===== config.mk =====
export PLATFORM = sky130hd
export DESIGN_NAME = modular_exponentiation_core
export DESIGN_NICKNAME = d
export VERILOG_FILES = /design/src/rtl/core/mex_pkg.sv /design/src/rtl/core/mex_modmul.sv /design/src/rtl/core/modular_exponentiation_core.sv
export VERILOG_INCLUDE_DIRS = /design/src /design/src/rtl/core
export SDC_FILE = /design/constraint.sdc
export NUM_CORES = 1
export LEC_CHECK = 0
export ABC_CLOCK_PERIOD_IN_PS = 10100
export BUFFER_PORTS_ARGS = -buffer_cell sky130_fd_sc_hd__buf_4
export CAP_MARGIN = 40
export CORE_UTILIZATION = 61
export DETAILED_ROUTE_END_ITERATION = 10
export GPL_TIMING_DRIVEN = 1
export PLACE_DENSITY = 0.81
export SYNTH_ARGS = -nofsm -noshare
export SYNTH_HDL_FRONTEND = slang
export SYNTH_SLANG_ARGS = --single-unit

===== constraint.sdc =====
create_clock -name clk -period 10.1 [get_ports clk]
set_input_delay 2.02 -clock clk [delete_from_list [all_inputs] [get_ports clk]]
set_output_delay 2.02 -clock clk [all_outputs]
set_load 0.05 [all_outputs]

===== src/rtl/core/assert_macros.svh =====
// ----------------------------------------------------------------------------
// Assertion macros
// Shared concurrent assertion forms, clocked on clk and disabled in reset.
// ----------------------------------------------------------------------------
`ifndef ASSERT_MACROS_SVH
`define ASSERT_MACROS_SVH

`ifndef ASSERT_OFF
// The property must hold at every rising edge out of reset.
`define MEX_ASSERT(lbl, prop, msg) \
	lbl: assert property (@(posedge clk) disable iff (!arst_n) prop) else $error(msg);
// The condition must never be true at a rising edge out of reset.
`define MEX_ASSERT_NEVER(lbl, cond, msg) \
	lbl: assert property (@(posedge clk) disable iff (!arst_n) !(cond)) else $error(msg);
`else
`define MEX_ASSERT(lbl, prop, msg)
`define MEX_ASSERT_NEVER(lbl, cond, msg)
`endif

`endif


===== src/rtl/core/mex_pkg.sv =====
// ----------------------------------------------------------------------------
// Modular exponentiation package
// Word width, shared types and constants of the exponentiation core.
// ----------------------------------------------------------------------------
package mex_pkg;

	// Datapath width of every residue.
	localparam int WORD_BITS = 32;
	// Width of a counter that walks the bits of one word.
	localparam int CNT_BITS = $clog2(WORD_BITS);

	typedef logic [WORD_BITS-1:0] word_t;
	typedef logic [CNT_BITS-1:0] cnt_t;

	// Count value of the most significant bit of a word.
	localparam cnt_t LAST_BIT = cnt_t'(WORD_BITS - 1);
	// Residue one, the start value of every power.
	localparam word_t ONE_WORD = word_t'(1);
	// Modulus reset value.
	localparam word_t MODULUS_RESET = word_t'(2);

	// Request to the modular multiplier.
	typedef struct packed {
		logic  start;
		word_t multiplicand;
		word_t multiplier;
	} mm_req_t;

	// Status of the modular multiplier.
	typedef struct packed {
		logic busy;
		logic done;
	} mm_stat_t;

endpackage


===== src/rtl/core/mex_modmul.sv =====
// ----------------------------------------------------------------------------
// Bit-serial modular multiplier
// Forms multiplicand * multiplier mod modulus by double-and-add, one
// multiplier bit per cycle from the top bit down.
// ----------------------------------------------------------------------------
`include "assert_macros.svh"

module mex_modmul (
	input  logic             clk,
	input  logic             arst_n,
	input  mex_pkg::mm_req_t req,
	input  mex_pkg::word_t   modulus,
	output mex_pkg::mm_stat_t stat,
	output mex_pkg::word_t   product
);

	mex_pkg::word_t acc_q;
	mex_pkg::word_t mcand_q;
	mex_pkg::word_t mplier_q;
	mex_pkg::cnt_t  cnt_q;
	logic           busy_q;
	logic           done_q;

	logic [mex_pkg::WORD_BITS+1:0] sum;
	logic [mex_pkg::WORD_BITS+1:0] n_ext;
	logic [mex_pkg::WORD_BITS+1:0] n2_ext;
	logic [mex_pkg::WORD_BITS+1:0] diff1;
	logic [mex_pkg::WORD_BITS+1:0] diff2;
	mex_pkg::word_t                acc_next;

	// One step: 2*acc + bit*a is below three times the modulus, so at most
	// two subtractions of the modulus bring it back into range.
	always_comb begin
		n_ext  = {2'b00, modulus};
		n2_ext = {1'b0, modulus, 1'b0};
		sum    = {1'b0, acc_q, 1'b0} +
		         (mplier_q[mex_pkg::WORD_BITS-1] ? {2'b00, mcand_q} : '0);
		diff1  = sum - n_ext;
		diff2  = sum - n2_ext;
		if (sum >= n2_ext) begin
			acc_next = diff2[mex_pkg::WORD_BITS-1:0];
		end else if (sum >= n_ext) begin
			acc_next = diff1[mex_pkg::WORD_BITS-1:0];
		end else begin
			acc_next = sum[mex_pkg::WORD_BITS-1:0];
		end
	end

	// Control: bit counter, busy and done flags.
	always_ff @(posedge clk or negedge arst_n) begin
		if (!arst_n) begin
			cnt_q  <= '0;
			busy_q <= 1'b0;
			done_q <= 1'b0;
		end else if (req.start) begin
			cnt_q  <= mex_pkg::LAST_BIT;
			busy_q <= 1'b1;
			done_q <= 1'b0;
		end else if (busy_q) begin
			cnt_q <= cnt_q - 1'b1;
			if (cnt_q == '0) begin
				busy_q <= 1'b0;
				done_q <= 1'b1;
			end
		end else begin
			done_q <= 1'b0;
		end
	end

	// Datapath: accumulator and the multiplier shift register.
	always_ff @(posedge clk) begin
		if (req.start) begin
			acc_q    <= '0;
			mcand_q  <= req.multiplicand;
			mplier_q <= req.multiplier;
		end else if (busy_q) begin
			acc_q    <= acc_next;
			mplier_q <= {mplier_q[mex_pkg::WORD_BITS-2:0], 1'b0};
		end
	end

	assign stat.busy = busy_q;
	assign stat.done = done_q;
	assign product   = acc_q;

	`MEX_ASSERT(a_done_pulse, done_q |=> !done_q || $past(req.start) == 1'b0 && !done_q, "done held for more than one cycle")
	`MEX_ASSERT(a_done_after_busy, $fell(busy_q) && !$past(req.start) |-> done_q, "busy ended without done")
	`MEX_ASSERT_NEVER(a_busy_and_done, busy_q && done_q, "busy and done at once")

endmodule


===== src/rtl/core/modular_exponentiation_core.sv =====
// ----------------------------------------------------------------------------
// Modular exponentiation core
// Computes base_value ^ exponent mod modulus by left-to-right square and
// multiply over a shared bit-serial modular multiplier.
// ----------------------------------------------------------------------------
// Work: one base reduction, 32 squarings and one multiply per set exponent
//   bit, each a modular product on the shared multiplier.
// Requests: one at a time; the next is taken once the result is registered.
//   A modulus below two answers zero without using the multiplier.
// Reset: arst_n clears control state and sets the modulus to two.

`include "assert_macros.svh"

module modular_exponentiation_core (
	input  logic        clk,
	input  logic        arst_n,
	// Configuration write channel: modulus.
	input  logic        cfg_valid,
	output logic        cfg_ready,
	input  logic [31:0] cfg_data,
	// Request stream. tdata: base_value [31:0], exponent [63:32].
	input  logic        s_tvalid,
	output logic        s_tready,
	input  logic [63:0] s_tdata,
	// Result stream. tdata: power_result [31:0].
	output logic        m_tvalid,
	input  logic        m_tready,
	output logic [31:0] m_tdata
);

	typedef enum logic [2:0] {
		ST_IDLE,
		ST_REDUCE,
		ST_SQUARE,
		ST_MULT,
		ST_FINISH
	} state_t;

	state_t            state_q;
	mex_pkg::word_t    modulus_q;
	mex_pkg::word_t    base_q;
	mex_pkg::word_t    exp_q;
	mex_pkg::word_t    res_q;
	mex_pkg::cnt_t     cnt_q;
	logic              m_tvalid_q;
	mex_pkg::word_t    m_tdata_q;

	mex_pkg::mm_req_t  mm_req;
	mex_pkg::mm_stat_t mm_stat;
	mex_pkg::word_t    mm_product;
	logic              s_accept;
	logic              small_mod;
	logic              last_bit;

	assign cfg_ready = 1'b1;
	assign s_tready  = (state_q == ST_IDLE);
	assign s_accept  = s_tvalid && s_tready;
	assign small_mod = (modulus_q < mex_pkg::MODULUS_RESET);
	assign last_bit  = (cnt_q == '0);
	assign m_tvalid  = m_tvalid_q;
	assign m_tdata   = m_tdata_q;

	// Multiplier requests. Reducing the base is the product 1 * base.
	always_comb begin
		mm_req = '0;
		unique case (state_q)
			ST_IDLE: begin
				mm_req.start        = s_accept && !small_mod;
				mm_req.multiplicand = mex_pkg::ONE_WORD;
				mm_req.multiplier   = s_tdata[mex_pkg::WORD_BITS-1:0];
			end
			ST_REDUCE: begin
				mm_req.start        = mm_stat.done;
				mm_req.multiplicand = mex_pkg::ONE_WORD;
				mm_req.multiplier   = mex_pkg::ONE_WORD;
			end
			ST_SQUARE: begin
				if (exp_q[mex_pkg::WORD_BITS-1]) begin
					mm_req.start        = mm_stat.done;
					mm_req.multiplicand = mm_product;
					mm_req.multiplier   = base_q;
				end else begin
					mm_req.start        = mm_stat.done && !last_bit;
					mm_req.multiplicand = mm_product;
					mm_req.multiplier   = mm_product;
				end
			end
			ST_MULT: begin
				mm_req.start        = mm_stat.done && !last_bit;
				mm_req.multiplicand = mm_product;
				mm_req.multiplier   = mm_product;
			end
			ST_FINISH: begin
				mm_req = '0;
			end
			default: begin
				mm_req = '0;
			end
		endcase
	end

	mex_modmul u_modmul (
		.clk     (clk),
		.arst_n  (arst_n),
		.req     (mm_req),
		.modulus (modulus_q),
		.stat    (mm_stat),
		.product (mm_product)
	);

	// Sequencer over the exponent bits, modulus register and result register.
	always_ff @(posedge clk or negedge arst_n) begin
		if (!arst_n) begin
			state_q    <= ST_IDLE;
			modulus_q  <= mex_pkg::MODULUS_RESET;
			base_q     <= '0;
			exp_q      <= '0;
			res_q      <= '0;
			cnt_q      <= '0;
			m_tvalid_q <= 1'b0;
			m_tdata_q  <= '0;
		end else begin
			if (cfg_valid && cfg_ready) begin
				modulus_q <= cfg_data;
			end
			// A result leaving while the next one is loaded keeps valid high.
			if (m_tvalid_q && m_tready && state_q != ST_FINISH) begin
				m_tvalid_q <= 1'b0;
			end
			unique case (state_q)
				ST_IDLE: begin
					if (s_accept) begin
						exp_q <= s_tdata[63:32];
						cnt_q <= mex_pkg::LAST_BIT;
						if (small_mod) begin
							res_q   <= '0;
							state_q <= ST_FINISH;
						end else begin
							state_q <= ST_REDUCE;
						end
					end
				end
				ST_REDUCE: begin
					if (mm_stat.done) begin
						base_q  <= mm_product;
						state_q <= ST_SQUARE;
					end
				end
				ST_SQUARE: begin
					if (mm_stat.done) begin
						res_q <= mm_product;
						if (exp_q[mex_pkg::WORD_BITS-1]) begin
							state_q <= ST_MULT;
						end else if (last_bit) begin
							state_q <= ST_FINISH;
						end else begin
							cnt_q <= cnt_q - 1'b1;
							exp_q <= {exp_q[mex_pkg::WORD_BITS-2:0], 1'b0};
						end
					end
				end
				ST_MULT: begin
					if (mm_stat.done) begin
						res_q <= mm_product;
						if (last_bit) begin
							state_q <= ST_FINISH;
						end else begin
							cnt_q   <= cnt_q - 1'b1;
							exp_q   <= {exp_q[mex_pkg::WORD_BITS-2:0], 1'b0};
							state_q <= ST_SQUARE;
						end
					end
				end
				ST_FINISH: begin
					if (!m_tvalid_q || m_tready) begin
						m_tdata_q  <= res_q;
						m_tvalid_q <= 1'b1;
						state_q    <= ST_IDLE;
					end
				end
				default: begin
					state_q <= ST_IDLE;
				end
			endcase
		end
	end

	`MEX_ASSERT(a_done_in_work, mm_stat.done |-> state_q == ST_REDUCE || state_q == ST_SQUARE || state_q == ST_MULT, "multiplier finished outside a work state")
	`MEX_ASSERT(a_idle_quiet, state_q == ST_IDLE || state_q == ST_FINISH |-> !mm_stat.busy, "multiplier busy while sequencer is not working")
	`MEX_ASSERT(a_result_range, m_tvalid_q && !small_mod |-> m_tdata_q < modulus_q, "result not reduced below modulus")
	`MEX_ASSERT(a_small_mod_zero, m_tvalid_q && small_mod |-> m_tdata_q == '0, "nonzero result for modulus below two")

endmodule


; ---- Word level (Yosys, flattened, before mapping)
; Index checks and enable logic that the tools add are counted.
; Widths: inputs -> output; s select.
[word_totals]
ff_bits = 272
inputBits = 101
output_inout_bits = 35
word_cells = 108
[op_classes]
addsub = 5
magnitude_cmp = 3
eq_ne = 17
n_mux = 45
n_reduce_logical = 23
[ops]
columns = op, n
row1 = $mux 32, 14
row2 = $pmux 65 s4, 1
row3 = $pmux 32 s3, 1
row4 = $mux 65, 1
row5 = $pmux 32 s2, 1
row6 = $sub 32x32->32, 2
row7 = $mux 5, 7
row8 = $add 33x32->34, 1
row9 = $ge 34x32->1, 1
row10 = $ge 34x33->1, 1
row11 = $lt 32x2->1 const B, 1
row12 = $mux 3, 9
row13 = $pmux 3 s5, 1
row14 = $pmux 5 s3, 1
row15 = $ne 2x1->1 const B, 6
row16 = $logic_not 5->1, 2
row17 = $reduce_and 5->1, 2
row18 = $sub 5x1->5 const B, 2
row19 = $mux 1, 9
row20 = $ne 3x3->1 const B, 3
row21 = $ne 2x2->1 const B, 4
row22 = $reduce_and 7->1, 1
row23 = $eq 3x2->1 const B, 2
row24 = $reduce_and 6->1, 1
row25 = other kinds (11), 19

; ---- Logic depth before layout (Yosys ltp)
; Gate-level depths: netlist of run 1.
[logic_depth]
depth_word = 6
mapped_depth = 26
depth_no_buf = 23

; ---- By module
; From an unflattened synthesis of run 1, not the netlist that was laid out.
[unflattened]
hier_cells = 1807
area_unflattened_um2 = 17249.0
[modules_own_cells]
columns = mod, n_inst, cells_each, area_each_um2, seq_area_each_um2
row1 = mex_modmul, 1, 1082, 9512.9, 2737.6
row2 = modular_exponentiation_core, 1, 725, 7736.2, 4230.3

; ---- Worst setup path before layout of run 1
; No wires, ideal clock.
[synth_timing]
path_kind = register -> register
startpoint = reg u_modmul.mplier_q[31]
endpoint = reg u_modmul.acc_q[12] (netlist: u_modmul.product[12])
arrival_ps = 5016
required_time_ps = 9907
path_slack_ps = 4891
path_stages_with_launch = 23
path_buffers = 2
synth_period_minus_slack_ps = 5209
path_cell_list = edfxtp_1 > clkbuf_1 > nand2_1 > fa_1 > nor2b_1 > o31ai_1 > a31oi_1 > o21a_1 > nor2_1 > o41ai_1 > a31oi_1 > xnor2_1 > ha_1 > a21o_1 > a21oi_1 > o2111ai_1 > a2111oi_0 > a21oi_1 > a21o_4 > buf_6 > mux2_4 > o21ai_1 > a21oi_1
[synth_between]
elab_chain_cells = 5
[synth_rtl]
columns = element, line
row1 = "start, declared", mex_modmul.sv:19  ; mex_pkg::word_t mplier_q;
row2 = "start signal, assigned", mex_modmul.sv:75  ; mplier_q <= req.multiplier;
row3 = "start signal, assigned", mex_modmul.sv:78  ; mplier_q <= {mplier_q[mex_pkg::WORD_BITS-2:0], 1'b0};
row4 = $mux 32 (*), mex_modmul.sv:37  ; (mplier_q[mex_pkg::WORD_BITS-1] ? {2'b00, mcand_q} : '0);
row5 = $add 33x32->34 (*), mex_modmul.sv:36  ; sum = {1'b0, acc_q, 1'b0} +
row6 = $sub 32x32->32 / $ge 34x32->1 (equally long branches), "mex_modmul.sv:38, mex_modmul.sv:42"
row7 = $mux 32, mex_modmul.sv:42  ; end else if (sum >= n_ext) begin
row8 = $mux 32 (*), mex_modmul.sv:40  ; if (sum >= n2_ext) begin
row9 = "end signal, assigned", mex_modmul.sv:77  ; acc_q <= acc_next;
row10 = "end, declared", mex_modmul.sv:17  ; mex_pkg::word_t acc_q;
; Mark *: on every way between the ends. The rest lies on a longest branch, timed or not.
; A chain may end at the register's enable or synchronous reset.

; ---- Worst setup path in the final report of run 1
[layout_timing]
startpoint = reg u_modmul.mplier_q[31]
endpoint = reg u_modmul.acc_q[31] (netlist: u_modmul.product[31])
; Same word-level chain as after synthesis.

==> summary.md, run 1 <==
| Metric | Value |
|---|---|
| Routed via count | `14500` |
| Synthesis Warnings | `0` |
| Hold depth | `2` |
| DRT iter0 DRCs | `1198` |
| Vias in the first global route | `14000` |
| Gate Count Post-Synth | `1845` |
| Setup-failing EPs final | `0` |
| Vias/cell | `6.19` |
| Pre-CTS setup slack | `3.25 ns` |
| Starting Density | `62.6%` |
| Worst-margin pin slew | `0.906 ns` |
| Final cell count without fillers | `2340` |
| Crit path capture type | `register` |
| Remaining Overflow, GRT | `0` |
| Area Overhead vs Synth | `13.9%` |
| Clock latency on the worst-skew pair | `0.58 ns` |
| Largest area contributor in the netlist | `dfrtp_1` |
| Post-route minimum period | `7.02 ns` |
| R2R cell count | `23` |
| Clock sink total | `272` |
| Drt wl/cell | `20.3 microns` |
| Placed cell count | `2286` |
| Max clock buf depth | `3` |
| Largest net degree at the start of global routing | `71` |
| Worst hold path endpoint | `exp_q[27]` |
| Post-synth EDFFs | `between 60 and 70` |
| Final worst-path cycle share | `69.5%` |
| # fillers | `2136` |
| CP max FO | `33` |
| Slew HR | `39.6%` |
| Commonest cells in the synthesized netlist | `nand2_1, a21oi_1, dfrtp_1` |
| Layout cells sized above 1 | `17.1%` |
| Synth cell types | `80` |
| Hold_sp | `exp_q[26]` |
| Most numerous cell in the Yosys netlist | `nand2_1` |
| Max incr delay on CP | `0.95 ns` |
| Pins over their slew limit | `0` |
| Final setup margin | `3.08 ns` |
| Buffers on Ports | `134` |
| DRT Pass-1 Iters | `5` |
| Die Wd | `169 microns` |
| Sequential fraction of the synthesis area | `~41%` |
| CTS Root Cell | `clkbuf_16` |
| Status | `finished clean` |
| Ys flop type | `dfrtp_1` |
| CTS Hold Buffers Added | `0` |
| Sequential Area | `6970 sq um` |
| CTS Buf Count | `29` |
| Post-CTS setup buffer count | `0` |
| Synthesized area per cell | `between 9 and 10 sq um` |
| Ys async rst share | `between 60% and 70%` |
| Hpwl dp | `35000 microns` |
| CP max stage cell | `edfxtp_1` |
| Die area | `28500 sq um` |
| Setup TNS | `0 ns` |
| Cell Area, Synth | `around 17000 sq um` |
| Multi-input combinational cell area | `roughly 9400 sq um` |
| Post-Route WL | `47500 microns` |
| RSZ-0062 raised after global routing | `no` |
| Fmax | `0.143 GHz` |
| # nets final | `2147` |
| Reg-to-reg startpoint | `u_modmul.mplier_q[31]` |
| Routability Congestion | `0.967` |
| Startpoint types | `register` |
| Row count | `60` |
| Top post-synthesis cells by area | `dfrtp_1, edfxtp_1, ha_1` |
| Drt drc | `0` |
| I/O pins | `around 140` |
| Min-delay worst type | `reg -> reg` |
| Crit-path cells | `and2_1, ha_1, inv_1, fa_1, nor2b_1, o31ai_1, a31oi_1, o21a_1, nor2_1, o41ai_1, a31oi_1, xnor2_1, ha_1, a21o_1, a21oi_1, o2111ai_1, a2111oi_0, a21oi_1, a21oi_2, buf_4, o31ai_1, o211a_1, a2111oi_2` |
| Worst Skew | `around 0.013 ns` |
| Post-route ant nets | `0` |
| Synthesized flop and latch total | `272` |
| Critical path arrival | `7.48 ns` |
| CTS tree | `built` |
| Critical path class | `reg -> reg` |
| Initial antenna violation count | `0` |
| Core ar. | `between 20000 and 30000 sq um` |
| Final hold viol count | `0` |
| Number of max-cap violations | `0` |
| Post-Syn Nets | `2047` |
| Die H | `169 microns` |
| ANT cells | `0` |
| CP required | `10.57 ns` |
| Resize count post-CTS | `0` |
| Area fraction of the dominant cell type after synthesis | `25.8%` |
| Worst R2R End | `u_modmul.product[31]` |
| First-pass GRT wire length | `75400 microns` |
| Setup slack, reg-to-reg | `between 3 and 4 ns` |
| Clock-pin slew on the worst setup and hold paths | `0.07 ns` |
| CTS H-tree depth | `1` |
| Global Route Usage Sum | `33.7%` |
## placed cells by master, fill, tap and decap left out, types with 7 or more instances in the layout
cell         n
o21bai_1    10
or2_2        8
a31oi_1     16
nor2b_1     12
dfxtp_1     32
xnor2_1     50
mux2_2      98
a22oi_1     32
nor4_1      16
clkbuf_16   30
nand4_1     16
o21a_1      19
and2_1      64
and3_1      12
dfrtp_1    175
nand2_1    254
nand2b_1    14
xor2_1      33
a211oi_1    20
o21ai_0     92
inv_1       71
a21o_1      47
o211ai_1     7
nor3_1      17
nand3_1     33
edfxtp_1    64
a211o_1      7
buf_4      152
a21oi_1    202
mux2i_1     12
nor2_1     107
or3_1       11
o31ai_1     11
ha_1        98
## kinds of logic (layout without fill, tap and decap cells)
logic type,after synthesis,after routing,synth area share [%]
other,1,1,0.0221
XOR/XNOR,83,83,4.28
flip-flops,272,272,41.1
AND/OR/NAND/NOR,572,572,15.5
AO/OA/AOI/OAI,542,542,20.3
multiplexers,114,114,7.54
buffers and inverters,160,283,3.76
adder cells (fa/ha/maj),101,101,7.58
## per-layer routing
metal	share of wire (%)	vias up	GRT usage, %
met5	0	-	0
met4	3.2	0	12.4
met3	6.5	96	5.42
met2	46	491	54.0
met1	44	7049	46.1
li1	-	6852	-
## flip-flops by register name, summed over array words and instances (netlist names)
| signal | cells |
|---|---|
| base_q | 32 |
| exp_q | 32 |
| m_tdata | 32 |
| modulus_q | 32 |
| res_q | 32 |
| u_modmul.mcand_q | 32 |
| u_modmul.mplier_q | 32 |
| u_modmul.product | 32 |
| cnt_q | 5 |
| u_modmul.cnt_q | 5 |
| state_q | 3 |
| m_tvalid | 1 |
| u_modmul.busy_q | 1 |
| u_modmul.done_q | 1 |
## critical path: cells and delay by family (launching register included)
family	cells	cell delay (ns)
and+or+nand+nor	3	0.48
DFF	1	0.95
AOI/OAI and AO/OA	14	3.64
adders and majority gates	3	0.98
xor gates and xnor gates	1	0.46
buffers and inverters	2	0.36
## layout make-up
class,instances,share of cell area (%)
Tap cell,372,2.41
Inverter,73,1.42
Sequential cell,272,36.1
Multi-Input combinational cell,1413,48.6
Clock inverter,12,0.848
Clock buffer,42,4.43
Timing Repair Buffer,156,6.26
## worst max-delay path by stage
stage | slack [ns] | endpoint | start
finish | 3.08 | u_modmul.product[31] | u_modmul.mplier_q[31]
global route | 2.37 | u_modmul.product[31] | u_modmul.mplier_q[31]
CTS | 3.18 | u_modmul.product[31] | u_modmul.mplier_q[31]
detailed placement | 3.25 | u_modmul.product[31] | u_modmul.mplier_q[31]
global placement | 3.58 | u_modmul.product[31] | u_modmul.mplier_q[31]
floorplan | 4.89 | u_modmul.product[12] | u_modmul.mplier_q[31]
## through the flow
stage	util [%]	hold WS, ns	cell area [sq um]
5_1_grt	71.3	0.479	19300
3_3_place_gp	67.3	0.449	18200
4_1_cts	71.3	0.470	19300
3_5_place_dp	67.5	0.456	18300
2_1_floorplan	-	0.440	17000
6_report	71.3	0.471	19300
Power of run 1 is not shown: default switching activity piles up to over one toggle a cycle in this logic, so the estimate is an artifact.
==> run 2, diff against run 1 <==
--- a/config.mk
+++ b/config.mk
@@ -6,13 +6,13 @@
 export SDC_FILE = /design/constraint.sdc
 export NUM_CORES = 1
 export LEC_CHECK = 0
-export ABC_CLOCK_PERIOD_IN_PS = 10100
+export ABC_CLOCK_PERIOD_IN_PS = 5900
 export BUFFER_PORTS_ARGS = -buffer_cell sky130_fd_sc_hd__buf_4
 export CAP_MARGIN = 40
-export CORE_UTILIZATION = 61
+export CORE_UTILIZATION = 55
 export DETAILED_ROUTE_END_ITERATION = 10
 export GPL_TIMING_DRIVEN = 1
-export PLACE_DENSITY = 0.81
+export PLACE_DENSITY = 0.77
 export SYNTH_ARGS = -nofsm -noshare
 export SYNTH_HDL_FRONTEND = slang
 export SYNTH_SLANG_ARGS = --single-unit
==> constraint.sdc (replaced) <==
create_clock -name clk -period 5.9 [get_ports clk]
set_input_delay 1.18 -clock clk [delete_from_list [all_inputs] [get_ports clk]]
set_output_delay 1.18 -clock clk [all_outputs]
set_load 0.05 [all_outputs]
==> run 2 against run 1 <==
  * Die area grew 11%
  * Via count increased by 0.43%
  * First-iteration DRC count increased by 1.3%
  * Register-to-register slack worse by 2.8 ns
  * Sequential cell count unchanged
  * Critical endpoint is now u_modmul.product[1]
  * Clock skew is 0.0047 ns lower
  * Critical path depth stayed put
==> summary.md, run 2 (synthesis gave the netlist of run 1 again) <==
| Metric | Value |
|---|---|
| Status | `finished clean` |
| Vias/cell | `6.10` |
| Die area | `31600 sq um` |
| Largest net degree at the start of global routing | `136` |
| Drt drc | `0` |
| Fmax | `0.179 GHz` |
| Setup TNS | `0 ns` |
| DRT Pass-1 Iters | `5` |
| Initial antenna violation count | `3` |
| Starting Density | `56.5%` |
| Worst hold path endpoint | `exp_q[19]` |
| Cell mode on critical path | `buf_4` |
| Hold depth | `2` |
| First-pass GRT wire length | `about 75000 microns` |
| Die Wd | `between 150 and 200 microns` |
| Top delay family on crit path | `simple AND/OR/NAND/NOR gates` |
| WP buf/inv | `3` |
| Final worst-path cycle share | `a little over nine tenths` |
| Worst Skew | `roughly 0.0087 ns` |
| Buffers on Ports | `~130` |
| Post-route ant nets | `0` |
| CTS tree | `built` |
| ANT cells | `0` |
| Row count | `63` |
| I/O pins | `~140` |
| Clock latency on the worst-skew pair | `0.58 ns` |
| Worst R2R End | `u_modmul.product[1]` |
| CTS Hold Buffers Added | `0` |
| Hpwl dp | `35500 microns` |
| Resize count post-CTS | `0` |
| Routed via count | `14600` |
| Area Overhead vs Synth | `16.0%` |
| Vias in the first global route | `~14000` |
| CP max FO | `22` |
| Core ar. | `30000 sq um` |
| Setup slack, reg-to-reg | `0.30 ns` |
| CTS H-tree depth | `1` |
| CTS Root Cell | `clkbuf_16` |
| Setup-failing EPs final | `0` |
| Crit-path cells | `buf_4, and2_1, ha_1, nor2b_1, o31ai_2, a31oi_1, buf_4, o21ai_0, buf_4, a21o_1, nand3_1, and4b_1, or3_1, ha_1, nand3_1, nor4_1, a41oi_1, nand2b_1, a211o_1, a21o_4, mux2_4, o211ai_2, o31ai_1` |
| Post-route minimum period | `5.60 ns` |
| R2R cell count | `23` |
| Number of max-cap violations | `0` |
| Clock sink total | `272` |
| DRT iter0 DRCs | `between 1000 and 1500` |
| Pins over their slew limit | `0` |
| CTS Buf Count | `31` |
| Hold_sp | `exp_q[18]` |
| Critical path arrival | `6.03 ns` |
| Routability Congestion | `0.900` |
| # nets final | `2172` |
| Drt wl/cell | `20.2 microns` |
| Worst-margin pin slew | `0.850 ns` |
| Post-CTS setup buffer count | `0` |
| Most frequent cells in the layout | `nand2_1, a21oi_1, dfrtp_1` |
| Max clock buf depth | `3` |
| Layout cells sized above 1 | `18.9%` |
| Die H | `between 150 and 200 microns` |
| Final hold viol count | `0` |
| Post-Route WL | `48100 microns` |
| Commonest non-fill, non-tap cell in the layout | `nand2_1` |
| # fillers | `2410` |
| Global Route Usage Sum | `30.6%` |
| CP required | `6.34 ns` |
| Max incr delay on CP | `0.44 ns` |
| Startpoint types | `register` |
| CP max stage cell | `or3_1` |
| Critical path class | `reg -> reg` |
| Slew HR | `43.1%` |
| Min-delay worst type | `reg -> reg` |
| Crit path capture type | `register` |
| Remaining Overflow, GRT | `0` |
| Clock-pin slew on the worst setup and hold paths | `0.06 ns` |
| Reg-to-reg startpoint | `u_modmul.mplier_q[31]` |
[run 2: cell count changes in the layout (fill, tap and decap cells not counted), sizes merged]
cell      before  now
buf          156  179
inv           72   75
clkinv         7    9
bufinv         3    2
clkinvlp       3    2
[run 2: how the worst max path moves through the flow]
| stage | from | end | slack (ns) | depth (start not counted) |
|---|---|---|---|---|
| after CTS | u_modmul.mplier_q[31] | u_modmul.product[0] | 0.12 | 24 |
| final | u_modmul.mplier_q[31] | u_modmul.product[1] | 0.30 | 23 |
| after global placement | u_modmul.mplier_q[31] | u_modmul.product[0] | 0.32 | 24 |
| after global routing | u_modmul.mplier_q[31] | u_modmul.product[0] | -0.03 | 23 |
| after floorplan | u_modmul.mplier_q[31] | u_modmul.product[12] | 0.69 | 22 |
| after detailed placement | u_modmul.mplier_q[31] | u_modmul.product[0] | 0.14 | 24 |
[run 2: per-stage QoR]
| stage | cell area [sq um] | hold WS [ns] | utilization [%] | cells | setup slack, ns |
|---|---|---|---|---|---|
| after CTS | 19600 | 0.474 | 65.3 | 2384 | 0.118 |
| after detailed placement | 18500 | 0.456 | 61.7 | 2327 | 0.142 |
| after global routing | 19700 | 0.501 | 65.5 | 2384 | -0.0262 |
| final | 19700 | 0.468 | 65.5 | 2384 | 0.303 |
| after global placement | 18400 | 0.450 | 61.4 | 2323 | 0.324 |
| after floorplan | 17000 | 0.440 | - | 1845 | 0.691 |
[run 2: area by class of cell]
class	instances	area (sq um)	share of cell area, %
Clock inverter	15	166	0.845
Inverter	73	275	1.40
Clock buffer	42	930	4.72
Timing Repair Buffer	179	1410	7.17
Tap cell	390	488	2.48
Multi-Input combinational cell	1413	9450	48.0
Sequential cell	272	6970	35.4
[run 2: metal layers]
layer	wire, microns	global-route usage, %
met5	13	0
met1	21500	41.7
met2	22400	49.6
met3	2380	3.77
met4	1830	11.8
[run 2: worst min-delay path, cell delays in order, from the launching register on]
cell,delay [ns]
dfrtp_1,0.35
nand2_1,0.05
nand2_1,0.05
Power of run 2 is left out for the same reason.
==> run 3, diff against run 2 <==
--- a/config.mk
+++ b/config.mk
@@ -9,10 +9,9 @@
 export ABC_CLOCK_PERIOD_IN_PS = 5900
 export BUFFER_PORTS_ARGS = -buffer_cell sky130_fd_sc_hd__buf_4
 export CAP_MARGIN = 40
-export CORE_UTILIZATION = 55
+export CORE_UTILIZATION = 30
 export DETAILED_ROUTE_END_ITERATION = 10
 export GPL_TIMING_DRIVEN = 1
-export PLACE_DENSITY = 0.77
 export SYNTH_ARGS = -nofsm -noshare
 export SYNTH_HDL_FRONTEND = slang
 export SYNTH_SLANG_ARGS = --single-unit
==> run 3 against run 2 <==
  * Count of clock-buffer cells in the layout rose by 1
  * Via count fell by 0.61%
  * Design area rose by 3.1%
  * Cell count rose by 16%
  * Non-clock buffer count rose by 20
  * Worst setup slack improved by 0.0077 ns
  * Global-route usage fell by 12 points
  * Critical endpoint is now u_modmul.product[0]
==> summary.md, run 3 (synthesis gave the netlist of run 1 again) <==
| Metric | Value |
|---|---|
| Status | `finished clean` |
| Routability Congestion | `0.914` |
| Top delay family on crit path | `compound AO/OA/AOI/OAI gates` |
| DP Area | `about 19000 sq um` |
| Hold_sp | `exp_q[19]` |
| Post-route ant nets | `0` |
| Critical path arrival | `6.05 ns` |
| Worst R2R End | `u_modmul.product[0]` |
| Pins over their slew limit | `0` |
| CTS tree | `built` |
| Final hold viol count | `0` |
| ANT cells | `0` |
| Critical path class | `reg -> reg` |
| Multi-input combinational cell area | `9450 sq um` |
| Post-route minimum period | `5.59 ns` |
| Sequential Area | `~7000 sq um` |
| CP required | `~6.4 ns` |
| Clock sink total | `between 200 and 300` |
| Row count | `86` |
| Crit path capture type | `register` |
| DRT Pass-1 Iters | `7` |
| Max incr delay on CP | `0.44 ns` |
| Worst hold path endpoint | `exp_q[20]` |
| Largest net degree at the start of global routing | `145` |
| Drt drc | `0` |
| Min-delay worst type | `reg -> reg` |
| Setup TNS | `0 ns` |
| Worst Skew | `0.0206 ns` |
| Routed via count | `14500` |
| Remaining Overflow, GRT | `0` |
| # fillers | `5706` |
| Slew HR | `43.8%` |
| I/O pins | `136` |
| R2R cell count | `26` |
| Final core occ | `36.6%` |
| CTS Root Cell | `clkbuf_16` |
| CP max stage cell | `a2111oi_0` |
| Startpoint types | `register` |
| Clock-pin slew on the worst setup and hold paths | `0.07 ns` |
| CTS Hold Buffers Added | `0` |
| Initial antenna violation count | `0` |
| Commonest non-fill, non-tap cell in the layout | `nand2_1` |
| First-pass GRT wire length | `83400 microns` |
| Final worst-path cycle share | `94.7%` |
| Vias/cell | `between 5 and 6` |
| Area Overhead vs Synth | `19.6%` |
| WP buf/inv | `5` |
| Max clock buf depth | `3` |
| Post-Route WL | `53000 microns` |
| Core ar. | `approximately 56000 sq um` |
| Most frequent cells in the layout | `nand2_1, a21oi_1, buf_4` |
| CTS H-tree depth | `1` |
| CP max FO | `9` |
| Worst-margin pin slew | `0.844 ns` |
| Global Route Usage Sum | `18.6%` |
| Drt wl/cell | `19.2 microns` |
| Fmax | `~0.18 GHz` |
| Layout cells sized above 1 | `19.8%` |
| DRT iter0 DRCs | `about 1000` |
| Hpwl dp | `40600 microns` |
| Die Wd | `240 microns` |
| Number of max-cap violations | `0` |
| Hold depth | `2` |
| Die area | `between 50000 and 60000 sq um` |
| RSZ-0062 raised after global routing | `no` |
| Setup slack, reg-to-reg | `about 0.31 ns` |
| # nets final | `2191` |
| Die H | `between 200 and 250 microns` |
| Reg-to-reg startpoint | `u_modmul.mplier_q[31]` |
| CTS Buf Count | `30` |
| Final instance area | `20300 sq um` |
| Clock latency on the worst-skew pair | `0.60 ns` |
| Starting Density | `30.6%` |
| Vias in the first global route | `14600` |
| Buffers on Ports | `134` |
| Cell mode on critical path | `buf_4` |
| Setup-failing EPs final | `0` |
-- run 3: cell types whose count changed in the layout (fill, tap and decap cells not counted), moves of 2 or more --
cell,delta
a31oi_1,-2
a31oi_2,+2
buf_4,+19
clkbuf_8,+3
clkinv_2,+3
clkinv_4,-3
clkinvlp_4,-2
inv_6,-2
-- run 3: area by class of cell --
type / instances / share of cell area (%)
clock buffers: 43 / 4.64
clock inverters: 13 / 0.832
inverters: 73 / 1.36
multi-input cells: 1413 / 46.6
flip-flops and latches: 272 / 34.3
well taps: 748 / 4.61
repair buffers: 199 / 7.69
-- run 3: layer usage --
| metal | GRT usage [%] | vias up | share of wire (%) |
|---|---|---|---|
| met3 | 1.75 | 100 | 3.7 |
| met5 | 0 | - | 0 |
| met4 | 7.30 | 0 | 3.7 |
| met2 | 31.9 | 384 | 49 |
| li1 | - | 6927 | - |
| met1 | 23.9 | 7051 | 44 |
-- run 3: how the worst max path moves through the flow --
stage,from,endpoint,slack (ns),cells past startpoint
CTS,u_modmul.mplier_q[31],u_modmul.product[0],0.17,24
global route,u_modmul.mplier_q[31],u_modmul.product[10],0.003,23
global placement,u_modmul.mplier_q[31],u_modmul.product[0],0.20,25
detailed placement,u_modmul.mplier_q[31],u_modmul.product[0],0.18,25
finish,u_modmul.mplier_q[31],u_modmul.product[0],0.31,26
floorplan,u_modmul.mplier_q[31],u_modmul.product[12],0.69,22
-- run 3: tightest hold or removal path, stage by stage (launching register included) --
cell and delay [ns]:
dfrtp_1 0.34, nand2_1 0.05, nand2_1 0.05
-- run 3: timing repair --
item / in CTS / in global routing
buffers inserted: 0 / 0
resized for setup: 0 / 13
endpoints found under the setup margin: 0 / 32
-- run 3: through the flow --
step | instances | hold WS, ns | setup slack (ns)
2_1_floorplan | 1845 | 0.440 | 0.691
6_report | 2761 | 0.470 | 0.310
3_5_place_dp | 2705 | 0.456 | 0.183
4_1_cts | 2761 | 0.473 | 0.169
5_1_grt | 2761 | 0.485 | 0.00271
3_3_place_gp | 2702 | 0.449 | 0.198
Power of run 3 is left out for the same reason.
